## config.mk

```make
export PLATFORM = sky130hd
export DESIGN_NAME = apq_isqrt_pipe
export DESIGN_NICKNAME = d
export VERILOG_FILES = /design/src/hw/rtl/apq_pkg.sv /design/src/hw/rtl/apq_isqrt_pipe.sv
export SDC_FILE = /design/constraint.sdc
export NUM_CORES = 2
export LEC_CHECK = 0
export BUFFER_PORTS_ARGS = -buffer_cell sky130_fd_sc_hd__buf_2
export CORE_UTILIZATION = 42
export CTS_BUF_LIST = sky130_fd_sc_hd__clkbuf_16
export DETAILED_ROUTE_END_ITERATION = 10
export GPL_ROUTABILITY_DRIVEN = 0
export SETUP_SLACK_MARGIN = 0.5
export SYNTH_ARGS = -nofsm -noshare
export SYNTH_HDL_FRONTEND = slang
export SYNTH_SLANG_ARGS = --single-unit
```

## constraint.sdc

```tcl
create_clock -name clk -period 10.2 [get_ports clk]
set_input_delay 3.06 -clock clk [delete_from_list [all_inputs] [get_ports clk]]
set_output_delay 3.06 -clock clk [all_outputs]
set_load 0.01 [all_outputs]
```

## src/hw/rtl/apq_pkg.sv

```systemverilog
// ----------------------------------------------------------------------------
// apq_pkg
// Shared types and constants for the power-law quantizer pipeline.
// ----------------------------------------------------------------------------
package apq_pkg;

	// Square-root unit: radicand width, root width, one step per stage.
	localparam int SqrtW     = 60;
	localparam int RootW     = SqrtW / 2;
	localparam int SqrtSteps = SqrtW / 2;

	// Scaled magnitude Y = P >> 8 below the clipping threshold.
	localparam int YW = 50;

	// Largest quantized magnitude.
	localparam logic [14:0] QMax = 15'd8191;

	// Fixed latency from start to result strobe.
	localparam int Latency = 2 * SqrtSteps + 5;

	// Configuration register indexes.
	typedef enum logic [1:0] {
		CFG_GAIN         = 2'd0,
		CFG_ROUND_OFFSET = 2'd1
	} apq_cfg_idx_t;

	// Sideband that rides along with the square-root pipeline.
	typedef struct packed {
		logic          neg;
		logic          last;
		logic          sat;
		logic [YW-1:0] y;
	} apq_side_t;

endpackage

```

## src/hw/rtl/apq_isqrt_pipe.sv

```systemverilog
// ----------------------------------------------------------------------------
// apq_isqrt_pipe
// Pipelined floor square root, one result bit resolved per register stage.
// ----------------------------------------------------------------------------
module apq_isqrt_pipe (
	input  logic                           clk,
	input  logic                           arst_n,
	input  logic                           in_valid,
	input  logic [apq_pkg::SqrtW-1:0]      in_radicand,
	input  apq_pkg::apq_side_t             in_side,
	output logic                           out_valid,
	output logic [apq_pkg::RootW-1:0]      out_root,
	output apq_pkg::apq_side_t             out_side
);

	logic [apq_pkg::SqrtW-1:0] rem_s  [0:apq_pkg::SqrtSteps];
	logic [apq_pkg::SqrtW-1:0] root_s [0:apq_pkg::SqrtSteps];
	logic                      vld_s  [0:apq_pkg::SqrtSteps];
	apq_pkg::apq_side_t        side_s [0:apq_pkg::SqrtSteps];

	// Stage zero is the incoming item itself.
	assign rem_s[0]  = in_radicand;
	assign root_s[0] = '0;
	assign vld_s[0]  = in_valid;
	assign side_s[0] = in_side;

	// Each stage tries one root bit with a compare and subtract.
	for (genvar k = 0; k < apq_pkg::SqrtSteps; k++) begin : g_step
		localparam logic [apq_pkg::SqrtW-1:0] Bit =
			apq_pkg::SqrtW'(1) << (apq_pkg::SqrtW - 2 - 2 * k);
		logic [apq_pkg::SqrtW-1:0] trial;
		logic [apq_pkg::SqrtW-1:0] rem_nxt;
		logic [apq_pkg::SqrtW-1:0] root_nxt;

		always_comb begin
			trial = root_s[k] + Bit;
			if (rem_s[k] >= trial) begin
				rem_nxt  = rem_s[k] - trial;
				root_nxt = (root_s[k] >> 1) + Bit;
			end else begin
				rem_nxt  = rem_s[k];
				root_nxt = root_s[k] >> 1;
			end
		end

		always_ff @(posedge clk or negedge arst_n) begin
			if (!arst_n) begin
				vld_s[k+1] <= 1'b0;
			end else begin
				vld_s[k+1] <= vld_s[k];
			end
		end

		always_ff @(posedge clk) begin
			rem_s[k+1]  <= rem_nxt;
			root_s[k+1] <= root_nxt;
			side_s[k+1] <= side_s[k];
		end
	end

	assign out_valid = vld_s[apq_pkg::SqrtSteps];
	assign out_root  = root_s[apq_pkg::SqrtSteps][apq_pkg::RootW-1:0];
	assign out_side  = side_s[apq_pkg::SqrtSteps];

endmodule

```

==> impl_results.md <==
* First-pass GRT wire length at 381,000 um
* Routed Antenna Nets at 0
* Remaining routing DRC violations at 0
* Vias at 71,200
* Worst EP arrival at 1.42 ns
* Max-Cap Viols at 0
* Worst VDD drop at 0.202 mV
* Worst path top cell family by delay: flip-flops
* I/O Buffers at 199
* Post-synth EDFFs at 0
* Sw frac at 28.9%
* Non-Filler Instances at 14,600
* Tot GR Track Use at 17.0%
* Met3 Use GR at 2.78%
* Drt pass-1 iters at 6
* CP Depth at 1
* Pleak at 60.1 nW
* Post-cts resize count at 0
* Largest net degree at the start of global routing at 63
* Commonest non-fill, non-tap cell in the layout: dfxtp_1
* R2r setup slk at 5.87 ns
* Netlist cell types at 85
* Net Sw Power at 11.5 mW
* CP Capture Type: primary output
* Crit-path cells: buf_2
* Reg2reg start: rem_s[308]$_DFF_P_
* Vias in the first global route at 72,200
* I/O pins at 200
* Yosys reg bits at 3,825
* CP peak stage delay at 0.36 ns
* Required time worst endpoint at 7.14 ns
* Cells after Synth at 10,100
* Setup bufs post-CTS at 0
* Max_slew headroom at 4.49%
* Total wire length at 245,000 um
* CP Max Fanout at 1
* Num rows at 193
* RSZ-0062 raised after global routing: no
* Worst Skew at 0.106 ns
* CTS tree: yes
* Cell-internal power at 28.2 mW
* CP startpoint kind: flop
* Comb power frac at 17.4%
* Clock group share of total power at 34.7%
* Clk pin slew, worst setup/hold paths at 0.06 ns
* Warnings, synthesis at 0
* Layout cells sized above 1 at 8.72%
* Routed len/inst at 16.8 um
* Worst R2R End: rem_s[293]$_DFF_P_
* Initial Utilization at 42.3%
* Fin. Hold Viols at 0
* Nets at 11,100
* Crit path to: out_valid
* Post-cts hold buffer count at 0
* Final setup viols at 0
* Period utilization at 44.0%
* Mapped Avg Cell Area at 11.5 um2
* Cell area after synthesis at 117,000 um2
* DP HPWL at 183,000 um
* Syn nets at 10,700
* TNS Setup at 0 ns
* Slew of the pin with the lowest slew margin at 1.40 ns
* Worst setup path startpoint: out_valid$_DFF_PN0_
* F_max at 223 MHz
* Grt met2 use at 31.6%
* Placed Cells at 13,800
* Die area at 281,000 um2
* Max-slew violation count at 0
* Die X at 530 um
* Minimum clock period at 4.48 ns
* Via-to-Cell Ratio at 4.88
* Multi-input gate area at 36,800 um2
* Worst hold path type: reg2reg
* Initial antenna violation count at 9
* Pwr/cell area at 295 nW/um2
* Filler cells at 24,500
* Seq/Total Area, Yosys at 65.6%
* Die height at 530 um
* Total Power Consumption at 39.7 mW
* Grt peak-use layer: met2
* Synth Flop Type: dfxtp_1
* Ys async rst share at 0.784%
* Highest-delay cell along the critical path: dfrtp_1
* Outcome: finished, final reports clean
* Area of the core at 277,000 um2
* CTS Buf Count at 374
* Clk Tree Root Cell: clkbuf_16
* Iter 0 DRT Violations at 3,669
* Area grow syn2layout at 15.0%
* Sequential power share at 47.9%
* Commonest cells after routing, fill and taps aside: 3,795 x dfxtp_1, 690 x inv_1, 544 x a21oi_1
* Final Util at 48.6%
* GRT met1 Usage at 17.4%
* Maximum level of the CTS H-tree at 5
* CP Class: reg2out
* Gr ovfl total at 0
* Reg area at 76,700 um2
* Clk buf depth at 4
* WP buf/inv at 1
* CTS Sinks at 3,825
* Worst skew pair latency at 0.96 ns
* R2R depth at 11
-- how the worst min path moves through the flow --
stage | start | endpoint | slack, ns | cells past startpoint
after detailed placement | side_s[74]$_DFF_P_ | out_side[21]$_DFF_P_ | 0.31 | 0
after global routing | root_s[813]$_DFF_P_ | root_s[752]$_DFF_P_ | 0.30 | 0
after global placement | side_s[1464]$_DFF_P_ | side_s[1411]$_DFF_P_ | 0.31 | 0
final | root_s[813]$_DFF_P_ | root_s[752]$_DFF_P_ | 0.29 | 0
after floorplan | side_s[53]$_DFF_P_ | out_side[0]$_DFF_P_ | 0.31 | 0
after CTS | root_s[194]$_DFF_P_ | root_s[133]$_DFF_P_ | 0.28 | 0
-- cell families (layout without fill, tap and decap cells) --
kind of cell / Yosys count / in the layout / share of synthesized area, %
DFF: 3825 / 3825 / 65.6
and+or+nand+nor: 2429 / 2429 / 10.7
AOI/OAI and AO/OA: 1644 / 1644 / 8.75
buffers and inverters: 872 / 1544 / 2.99
xor gates and xnor gates: 783 / 783 / 5.87
adders and majority gates: 493 / 493 / 5.28
muxes: 88 / 88 / 0.840
other: 0 / 67 / 0
-- state kept, by name, indices dropped and copies added, names as in the netlist --
signal     flops
rem_s       1740
side_s      1537
root_s       435
out_side      53
out_root      30
vld_s         29
out_valid      1
-- cell type report --
class | instances | area share [%]
Multi-Input combinational cell | 5437 | 27.3
Timing Repair Buffer | 230 | 0.913
Sequential cell | 3825 | 57.0
Antenna cell | 67 | 0.125
Tap cell | 3705 | 3.45
Inverter | 624 | 1.74
Clock buffer | 375 | 6.98
Clock inverter | 315 | 2.41
-- per-stage QoR --
step	cell area [um2]	worst slack, ns	hold WS, ns
finish	135000	5.72	0.289
global route	134000	5.52	0.297
CTS	134000	5.62	0.281
detailed placement	122000	5.40	0.312
global placement	122000	5.25	0.309
floorplan	117000	5.80	0.310
-- metal layers --
layer	up-vias	share of wire (%)
met1	33200	38
met4	0	7.1
met2	1854	51
met3	716	4.1
met5	-	0
li1	35400	-
-- Yosys cell counts, drive strengths merged (228+ instances only) --
cell type | count | area [um2]
o21ai | 382 | 1910
a21oi | 545 | 2730
a21o | 235 | 1760
inv | 624 | 2340
xor2 | 379 | 3320
nand2 | 534 | 2000
nor2 | 540 | 2030
dfxtp | 3795 | 76000
ha | 493 | 6170
nor4 | 303 | 1900
nor3 | 228 | 1150
xnor2 | 404 | 3540
-- power groups by stage --
stage / combinational [mW] / clock [mW] / sequential, mW
2_1_floorplan: 5.19 / 0 / 18.6
3_3_place_gp: 6.61 / 0 / 19.3
3_5_place_dp: 6.76 / 0 / 19.3
4_1_cts: 6.82 / 14.2 / 19.0
5_1_grt: 7.56 / 14.8 / 19.2
6_report: 6.90 / 13.8 / 19.0
(Power assumes the default switching activity.)
